[config.mk]
export PLATFORM = sky130hd
export DESIGN_NAME = noc_route_compute
export DESIGN_NICKNAME = d
export VERILOG_FILES = /design/src/nrc_pkg.sv /design/src/nrc_coord_split.sv /design/src/nrc_route_sel.sv /design/src/noc_route_compute.sv
export VERILOG_INCLUDE_DIRS = /design/src /design/src/src
export SDC_FILE = /design/constraint.sdc
export NUM_CORES = 1
export LEC_CHECK = 0
export BUFFER_PORTS_ARGS = -buffer_cell sky130_fd_sc_hd__buf_4
export CAP_MARGIN = 10
export CORE_ASPECT_RATIO = 2
export CORE_MARGIN = 3
export CORE_UTILIZATION = 40
export CTS_CLUSTER_DIAMETER = 80
export DETAILED_ROUTE_END_ITERATION = 8
export GPL_ROUTABILITY_DRIVEN = 0
export PLACE_DENSITY = 0.59
export SYNTH_ARGS = -nofsm -noshare
export SYNTH_HDL_FRONTEND = slang
export SYNTH_SLANG_ARGS = --single-unit
[constraint.sdc]
create_clock -name clock -period 3.5 [get_ports clock]
set_input_delay 0.7 -clock clock [delete_from_list [all_inputs] [get_ports clock]]
set_output_delay 0.7 -clock clock [all_outputs]
set_load 0.01 [all_outputs]
[src/noc_route_compute_assert.svh]
// Assertion macros for the route compute block.
`ifndef NOC_ROUTE_COMPUTE_ASSERT_SVH
`define NOC_ROUTE_COMPUTE_ASSERT_SVH

// Same-cycle implication, sampled on clock, off during reset.
`define NRC_CHECK(label, ante, cons, msg) \
   label: assert property (@(posedge clock) disable iff (reset) (ante) |-> (cons)) \
      else $error(msg);

// Next-cycle implication, sampled on clock, off during reset.
`define NRC_CHECK_NEXT(label, ante, cons, msg) \
   label: assert property (@(posedge clock) disable iff (reset) (ante) |=> cons) \
      else $error(msg);

`endif

[src/nrc_pkg.sv]
// Shared types, codes and defaults for the route compute block.
`default_nettype none
package nrc_pkg;

   localparam int GRID_COLS_DEFAULT = 8;
   localparam int GRID_ROWS_DEFAULT = 8;

   localparam int DEST_W  = 6;
   localparam int COORD_W = 3;
   localparam int PORT_W  = 4;
   localparam int TOPO_W  = 2;
   localparam int CSR_IDX_W = 3;

   localparam logic [TOPO_W-1:0] TOPO_MESH    = 2'd0;
   localparam logic [TOPO_W-1:0] TOPO_TORUS   = 2'd1;
   localparam logic [TOPO_W-1:0] TOPO_EXPRESS = 2'd2;

   localparam logic [PORT_W-1:0] PORT_LOCAL = 4'd0;
   localparam logic [PORT_W-1:0] PORT_N     = 4'd1;
   localparam logic [PORT_W-1:0] PORT_S     = 4'd2;
   localparam logic [PORT_W-1:0] PORT_E     = 4'd3;
   localparam logic [PORT_W-1:0] PORT_W_DIR = 4'd4;
   localparam logic [PORT_W-1:0] PORT_NX    = 4'd5;
   localparam logic [PORT_W-1:0] PORT_SX    = 4'd6;
   localparam logic [PORT_W-1:0] PORT_EX    = 4'd7;
   localparam logic [PORT_W-1:0] PORT_WX    = 4'd8;

   localparam logic [CSR_IDX_W-1:0] CSR_TOPOLOGY  = 3'd0;
   localparam logic [CSR_IDX_W-1:0] CSR_NODE_COL  = 3'd1;
   localparam logic [CSR_IDX_W-1:0] CSR_NODE_ROW  = 3'd2;
   localparam logic [CSR_IDX_W-1:0] CSR_EXP_NORTH = 3'd3;
   localparam logic [CSR_IDX_W-1:0] CSR_EXP_SOUTH = 3'd4;
   localparam logic [CSR_IDX_W-1:0] CSR_EXP_EAST  = 3'd5;
   localparam logic [CSR_IDX_W-1:0] CSR_EXP_WEST  = 3'd6;

   typedef struct packed {
      logic [TOPO_W-1:0]  topology;
      logic [COORD_W-1:0] node_col;
      logic [COORD_W-1:0] node_row;
      logic [COORD_W-1:0] exp_north;
      logic [COORD_W-1:0] exp_south;
      logic [COORD_W-1:0] exp_east;
      logic [COORD_W-1:0] exp_west;
   } cfg_type;

   typedef struct packed {
      logic [DEST_W-1:0] tgt_row;
      logic [DEST_W-1:0] tgt_col;
      logic              wrap;
   } coord_type;

   typedef struct packed {
      logic [PORT_W-1:0] out_port;
      logic              is_express;
      logic              wrap_crossed;
   } route_type;

endpackage
`default_nettype wire

[src/nrc_coord_split.sv]
// Two-stage split of the destination id into target row and column.
`default_nettype none
module nrc_coord_split #(
   parameter int GRID_COLS = nrc_pkg::GRID_COLS_DEFAULT
) (
   input  wire logic                        clock,
   input  wire logic                        reset,
   input  wire logic                        in_valid,
   output      logic                        in_ready,
   input  wire logic [nrc_pkg::DEST_W-1:0]  in_dest,
   input  wire logic                        in_wrap,
   output      logic                        out_valid,
   input  wire logic                        out_ready,
   output      nrc_pkg::coord_type          out_coord
);
   // row = floor(dest * ceil(2^13 / cols) / 2^13), exact for dest < 64, cols <= 64
   localparam int DIV_SHIFT = 13;
   localparam int PROD_W    = nrc_pkg::DEST_W + DIV_SHIFT;
   localparam int DIV_RECIP = ((1 << DIV_SHIFT) + GRID_COLS - 1) / GRID_COLS;
   localparam int MUL_W     = 2 * nrc_pkg::DEST_W;

   logic                       s1_valid_ff, s1_valid_in;
   logic [nrc_pkg::DEST_W-1:0] s1_dest_ff, s1_dest_in;
   logic [nrc_pkg::DEST_W-1:0] s1_row_ff, s1_row_in;
   logic                       s1_wrap_ff, s1_wrap_in;
   logic                       s2_valid_ff, s2_valid_in;
   nrc_pkg::coord_type         s2_coord_ff, s2_coord_in;
   logic                       s1_ready, s2_ready;
   logic [PROD_W-1:0]          recip_prod;
   logic [MUL_W-1:0]           row_base;
   logic [MUL_W-1:0]           col_full;

   assign s2_ready = !s2_valid_ff || out_ready;
   assign s1_ready = !s1_valid_ff || s2_ready;
   assign in_ready = s1_ready;

   assign recip_prod = {{DIV_SHIFT{1'b0}}, in_dest} * PROD_W'(DIV_RECIP);
   assign row_base   = {{nrc_pkg::DEST_W{1'b0}}, s1_row_ff} * MUL_W'(GRID_COLS);
   assign col_full   = {{nrc_pkg::DEST_W{1'b0}}, s1_dest_ff} - row_base;

   always_comb begin
      s1_valid_in = s1_valid_ff;
      s1_dest_in  = s1_dest_ff;
      s1_row_in   = s1_row_ff;
      s1_wrap_in  = s1_wrap_ff;
      s2_valid_in = s2_valid_ff;
      s2_coord_in = s2_coord_ff;
      if (s1_ready) begin
         s1_valid_in = in_valid;
         s1_dest_in  = in_dest;
         s1_row_in   = recip_prod[PROD_W-1:DIV_SHIFT];
         s1_wrap_in  = in_wrap;
      end
      if (s2_ready) begin
         s2_valid_in         = s1_valid_ff;
         s2_coord_in.tgt_row = s1_row_ff;
         s2_coord_in.tgt_col = col_full[nrc_pkg::DEST_W-1:0];
         s2_coord_in.wrap    = s1_wrap_ff;
      end
   end

   always_ff @(posedge clock) begin
      if (reset) begin
         s1_valid_ff <= 1'b0;
         s2_valid_ff <= 1'b0;
      end else begin
         s1_valid_ff <= s1_valid_in;
         s2_valid_ff <= s2_valid_in;
      end
      s1_dest_ff  <= s1_dest_in;
      s1_row_ff   <= s1_row_in;
      s1_wrap_ff  <= s1_wrap_in;
      s2_coord_ff <= s2_coord_in;
   end

   assign out_valid = s2_valid_ff;
   assign out_coord = s2_coord_ff;
endmodule
`default_nettype wire

[src/nrc_route_sel.sv]
// Output port selection by dimension order, with result register.
`default_nettype none
module nrc_route_sel #(
   parameter int GRID_COLS = nrc_pkg::GRID_COLS_DEFAULT,
   parameter int GRID_ROWS = nrc_pkg::GRID_ROWS_DEFAULT
) (
   input  wire logic               clock,
   input  wire logic               reset,
   input  wire nrc_pkg::cfg_type   cfg,
   input  wire logic               in_valid,
   output      logic               in_ready,
   input  wire nrc_pkg::coord_type in_coord,
   output      logic               out_valid,
   input  wire logic               out_ready,
   output      nrc_pkg::route_type out_route
);
   localparam int CW = nrc_pkg::DEST_W + 1;
   localparam logic [CW-1:0] HALF_COLS = CW'(GRID_COLS >> 1);
   localparam logic [CW-1:0] HALF_ROWS = CW'(GRID_ROWS >> 1);
   localparam logic [CW-1:0] LAST_COL  = CW'(GRID_COLS - 1);
   localparam logic [CW-1:0] LAST_ROW  = CW'(GRID_ROWS - 1);

   logic               valid_ff, valid_in;
   nrc_pkg::route_type route_ff, route_in;
   logic [CW-1:0]      r, c, tr, tc;
   logic [CW-1:0]      ns, ss, es, ws;
   logic               row_inv, col_inv;
   logic [nrc_pkg::PORT_W-1:0] plain_port, port;
   logic               wrap;

   assign r  = CW'(cfg.node_row);
   assign c  = CW'(cfg.node_col);
   assign tr = CW'(in_coord.tgt_row);
   assign tc = CW'(in_coord.tgt_col);
   assign ns = CW'(cfg.exp_north);
   assign ss = CW'(cfg.exp_south);
   assign es = CW'(cfg.exp_east);
   assign ws = CW'(cfg.exp_west);

   assign row_inv = (tr > r) ? ((tr - r) > HALF_ROWS) : ((r - tr) > HALF_ROWS);
   assign col_inv = (tc > c) ? ((tc - c) > HALF_COLS) : ((c - tc) > HALF_COLS);

   always_comb begin
      if (r < tr)      plain_port = nrc_pkg::PORT_S;
      else if (r > tr) plain_port = nrc_pkg::PORT_N;
      else if (c < tc) plain_port = nrc_pkg::PORT_E;
      else if (c > tc) plain_port = nrc_pkg::PORT_W_DIR;
      else             plain_port = nrc_pkg::PORT_LOCAL;
   end

   always_comb begin
      port = plain_port;
      wrap = in_coord.wrap;
      case (cfg.topology)
         nrc_pkg::TOPO_EXPRESS: begin
            if (ss != '0 && (r + ss) <= tr)      port = nrc_pkg::PORT_SX;
            else if (ns != '0 && r >= (tr + ns)) port = nrc_pkg::PORT_NX;
            else if (es != '0 && (c + es) <= tc) port = nrc_pkg::PORT_EX;
            else if (ws != '0 && c >= (tc + ws)) port = nrc_pkg::PORT_WX;
            else                                 port = plain_port;
         end
         nrc_pkg::TOPO_TORUS: begin
            if (tr > r) begin
               if (row_inv) begin
                  port = nrc_pkg::PORT_N;
                  if (r == '0) wrap = 1'b1;
               end else begin
                  port = nrc_pkg::PORT_S;
               end
            end else if (tr < r) begin
               if (row_inv) begin
                  port = nrc_pkg::PORT_S;
                  if (r == LAST_ROW) wrap = 1'b1;
               end else begin
                  port = nrc_pkg::PORT_N;
               end
            end else if (tc > c) begin
               if (col_inv) begin
                  port = nrc_pkg::PORT_W_DIR;
                  if (c == '0) wrap = 1'b1;
               end else begin
                  port = nrc_pkg::PORT_E;
               end
            end else if (tc < c) begin
               if (col_inv) begin
                  port = nrc_pkg::PORT_E;
                  if (c == LAST_COL) wrap = 1'b1;
               end else begin
                  port = nrc_pkg::PORT_W_DIR;
               end
            end else begin
               port = nrc_pkg::PORT_LOCAL;
            end
         end
         default: port = plain_port;
      endcase
   end

   assign in_ready = !valid_ff || out_ready;

   always_comb begin
      valid_in = valid_ff;
      route_in = route_ff;
      if (in_ready) begin
         valid_in              = in_valid;
         route_in.out_port     = port;
         route_in.is_express   = (port >= nrc_pkg::PORT_NX);
         route_in.wrap_crossed = wrap;
      end
   end

   always_ff @(posedge clock) begin
      if (reset) begin
         valid_ff <= 1'b0;
      end else begin
         valid_ff <= valid_in;
      end
      route_ff <= route_in;
   end

   assign out_valid = valid_ff;
   assign out_route = route_ff;
endmodule
`default_nettype wire

[src/noc_route_compute.sv]
// Route computation for head flits: dimension-order routing on mesh, torus, express mesh.
// A beat accepted on req passes through the divide stages and then the route-select register before it reaches rsp.
// Throughput: one beat per cycle while rsp is not stalled; two divide stages and one route-select stage.
// Stalls on rsp back up through the stage valid bits without loss.
// Reset (synchronous) empties the pipeline and clears all config registers to 0.
`default_nettype none
`include "noc_route_compute_assert.svh"
module noc_route_compute #(
   parameter int GRID_COLS = nrc_pkg::GRID_COLS_DEFAULT,
   parameter int GRID_ROWS = nrc_pkg::GRID_ROWS_DEFAULT
) (
   input  wire logic                           clock,
   input  wire logic                           reset,
   input  wire logic                           req_tvalid,
   output      logic                           req_tready,
   input  wire logic [7:0]                     req_tdata,  // dest_node[5:0], wrap_already_crossed[6], pad
   output      logic                           rsp_tvalid,
   input  wire logic                           rsp_tready,
   output      logic [7:0]                     rsp_tdata,  // out_port[3:0], is_express[4], wrap_crossed[5], pad
   input  wire logic                           csr_we,
   input  wire logic [nrc_pkg::CSR_IDX_W-1:0]  csr_index,
   input  wire logic [nrc_pkg::COORD_W-1:0]    csr_wdata
);
   nrc_pkg::cfg_type   cfg_ff, cfg_in;
   logic               mid_valid, mid_ready;
   nrc_pkg::coord_type mid_coord;
   nrc_pkg::route_type route;

   always_comb begin
      cfg_in = cfg_ff;
      if (csr_we) begin
         case (csr_index)
            nrc_pkg::CSR_TOPOLOGY:  cfg_in.topology  = csr_wdata[nrc_pkg::TOPO_W-1:0];
            nrc_pkg::CSR_NODE_COL:  cfg_in.node_col  = csr_wdata;
            nrc_pkg::CSR_NODE_ROW:  cfg_in.node_row  = csr_wdata;
            nrc_pkg::CSR_EXP_NORTH: cfg_in.exp_north = csr_wdata;
            nrc_pkg::CSR_EXP_SOUTH: cfg_in.exp_south = csr_wdata;
            nrc_pkg::CSR_EXP_EAST:  cfg_in.exp_east  = csr_wdata;
            nrc_pkg::CSR_EXP_WEST:  cfg_in.exp_west  = csr_wdata;
            default:                cfg_in = cfg_ff;
         endcase
      end
   end

   always_ff @(posedge clock) begin
      if (reset) begin
         cfg_ff <= '0;
      end else begin
         cfg_ff <= cfg_in;
      end
   end

   nrc_coord_split #(
      .GRID_COLS (GRID_COLS)
   ) u_split (
      .clock     (clock),
      .reset     (reset),
      .in_valid  (req_tvalid),
      .in_ready  (req_tready),
      .in_dest   (req_tdata[nrc_pkg::DEST_W-1:0]),
      .in_wrap   (req_tdata[nrc_pkg::DEST_W]),
      .out_valid (mid_valid),
      .out_ready (mid_ready),
      .out_coord (mid_coord)
   );

   nrc_route_sel #(
      .GRID_COLS (GRID_COLS),
      .GRID_ROWS (GRID_ROWS)
   ) u_sel (
      .clock     (clock),
      .reset     (reset),
      .cfg       (cfg_ff),
      .in_valid  (mid_valid),
      .in_ready  (mid_ready),
      .in_coord  (mid_coord),
      .out_valid (rsp_tvalid),
      .out_ready (rsp_tready),
      .out_route (route)
   );

   assign rsp_tdata = {2'b00, route.wrap_crossed, route.is_express, route.out_port};

   `NRC_CHECK(a_express_flag, rsp_tvalid, rsp_tdata[4] == (rsp_tdata[3:0] >= nrc_pkg::PORT_NX), "is_express disagrees with out_port")
   `NRC_CHECK(a_port_range, rsp_tvalid, rsp_tdata[3:0] <= nrc_pkg::PORT_WX, "out_port out of range")
   `NRC_CHECK_NEXT(a_latency, req_tvalid && req_tready, ##2 rsp_tvalid, "accepted beat did not reach rsp")
endmodule
`default_nettype wire
==> impl_metrics.csv <==
group,metric,value,unit
outcome,status,"complete, no violations",
yosys,synth_top_family_by_area,"adder cells",
clocking,clk_latency,280,ps
timing,finClkSkew,2.32,ps
placed_design,numPortBuffers,25,
detailed_routing,drtIter0Drc,85,
floorplanning,fp.coreArea,7100,um2
detailed_routing,antenna_left,0,
yosys,synth_fa_ha_area_share,23.1,%
timing,slew_headroom,53.6,%
power_and_ir_drop,power,1.22,mW
flow_run,maxCapViolCount,0,
timing,hold_viol,0,
floorplanning,die_x,67.0,um
yosys,synth_edf_count,20,
timing,min_period_over_period,87.7,%
clocking,numCtsBuffers,5,
final_layout,regArea,1060,um2
global_routing,grt_max_degree,24,
detailed_routing,routed_wl,6190,um
yosys,synth-xor-area-share,1.18,%
critical_path,cp.required,3530,ps
yosys,synth_most_common_cell,"ha_1",
power_and_ir_drop,ir_drop,0.000294,V
yosys,synth_top_area_share,20.2,%
detailed_routing,drcViolationCount,0,
clocking,hold_buffers,0,
timing,fin_crit,3070,ps
timing,setup_viol,0,
yosys,synthArstFlopShare,0,%
clocking,clock-sinks,43,
global_routing,grt.total_usage,15.9,%
yosys,synthTopCellsByCount,"ha_1, inv_1, nor2_1",
timing,rsz0062_at_grt,"no",
clocking,clockRootBuffer,"clkbuf_16",
clocking,clk_pin_slew,60,ps
yosys,yosysUniqueCellTypes,51,
power_and_ir_drop,p_per_area,355,nW/um2
yosys,synth-seq-cells,43,
critical_path,arrival,3100,ps
timing,drv_slew,0,
yosys,synthMuxAreaShare,7.77,%
power_and_ir_drop,power.static_leakage,1.55,nW
floorplanning,dieArea,8590,um2
global_routing,antenna_found_initial,0,
clocking,cts_setup_buffers,0,
yosys,ys_seq_area_share,35.6,%
clocking,ctsHtreeMaxLevel,2,
floorplanning,start_util,42.0,%
timing,tns,0,ps
yosys,synth_compound_area_share,12.6,%
critical_path,critPathMaxFanout,5,
yosys,synthFlopType,"dfxtp_1",
floorplanning,rows,43,
yosys,synth_cells,288,
timing,worst_pin_slew,691,ps
global_routing,grt-ovfl-total,0,
floorplanning,io_pins,29,
final_layout,drive_gt1_share,15.6,%
timing,fmax,326,MHz
yosys,yosysTopAreaCell,"edfxtp_1",
floorplanning,die_y,128,um
detailed_routing,drt-pass1-iter-count,4,
yosys,yosys_warnings,0,
clocking,cts_tree,"built",
final_layout,fill_cells,698,
global_routing,grt_pass1_wl,10200,um
yosys,synthTopCellsByArea,"edfxtp_1, ha_1, dfxtp_1, mux2i_1, fa_1",
detailed_routing,routed_via_density,5.25,
yosys,syn_area,2980,um2
yosys,synth.avg_cell_area,10.3,um2
clocking,ctsLongestPathBuffers,2,
detailed_routing,via_count,2157,
detailed_routing,wire_per_inst,15.1,um
global_routing,grt_pass1_vias,2141,
worst_hold_path,hp-class,"reg -> reg",
critical_path,endpoint_kind,"register",
critical_path,crit_type,"reg -> reg",
final_layout,syn_to_final_growth,15.4,%
placed_design,dpl.hpwl,5060,um
final_layout,final_nets,388,
critical_path,start_kind,"register",
final_layout,diodes,0,
yosys,synth-simple-area-share,14.7,%
final_layout,multi_input_area,1780,um2
clocking,cts_resized,0,
critical path, stage by stage, from the launching register on:
cell	delay, ps
dfxtp_1	440
ha_1	210
inv_1	50
fa_1	370
xnor2_1	150
ha_1	290
nor2_1	50
a31oi_1	300
a21o_1	220
a31oi_1	90
or3_2	510
a2bb2oi_2	140
layer usage:
| metal | wire length [um] | GRT usage (%) | up-vias | share of wire, % |
|---|---|---|---|---|
| met2 | 3490 | 29.4 | 35 | 56 |
| met5 | 0 | 0 | - | 0 |
| met4 | 165 | 6.70 | 0 | 2.7 |
| li1 | - | - | 1092 | - |
| met1 | 2390 | 17.3 | 1019 | 39 |
| met3 | 142 | 2.37 | 11 | 2.3 |
final timing paths:
path | from | to | slack, ps | depth (start not counted)
min reg2reg | u_split.s1_dest_ff[2] | u_split.out_coord[3] | 420 | 0
max reg2reg | cfg_ff[12] | u_sel.out_route[1] | 430 | 11
max | cfg_ff[12] | u_sel.out_route[1] | 430 | 11
min | u_split.s1_dest_ff[2] | u_split.out_coord[3] | 420 | 0
metrics by stage:
step	setup slack [ps]	std cells	utilization, %	hold WS [ps]	instance area (um2)
floorplan	737	289	-	400	2980
global placement	472	403	46.2	401	3280
detailed placement	431	403	46.2	405	3280
CTS	413	411	48.4	420	3440
global route	222	411	48.4	426	3440
finish	429	411	48.4	417	3440
flip-flops by register name, indices dropped and copies added (netlist names):
name,cells
u_split.s1_dest_ff,6
u_split.s1_wrap_ff,1
u_split.out_coord,7
u_split.s1_valid_ff,1
u_sel.out_route,6
cfg_ff,20
u_split.out_valid,1
u_sel.out_valid,1
area by class of cell:
class	count	share of cell area, %
multi-input cells	209	51.7
flip-flops and latches	43	30.8
repair buffers	28	6.11
clock buffers	6	4.04
inverters	33	3.60
well taps	90	3.27
clock inverters	2	0.473
cells in the final DEF, fill, tap and decap left out, drive strengths merged, types with 5 or more instances in the layout:
cell type  count
ha            39
mux2i         22
a31oi          5
inv           33
a21o           6
fa            10
nor3           7
buf           28
o21ai          7
nand3          6
dfxtp         23
nor2          30
edfxtp        20
clkbuf         6
nand2         11
a211oi         8
a21oi          7
nand4b         5
logic make-up after synthesis:
family	after synthesis
AO/OA/AOI/OAI	49
XOR/XNOR	4
adder cells (fa/ha/maj)	49
buffers and inverters	37
flip-flops	43
multiplexers	23
other	1
AND/OR/NAND/NOR	82
power breakdown:
part           leakage, nW  internal (mW)  switching (mW)
logic                 1.08         0.0823           0.104
registers            0.402          0.545          0.0141
clock network       0.0731          0.285           0.192
total                 1.55          0.912           0.309
Power figures use the tool's default switching activity.
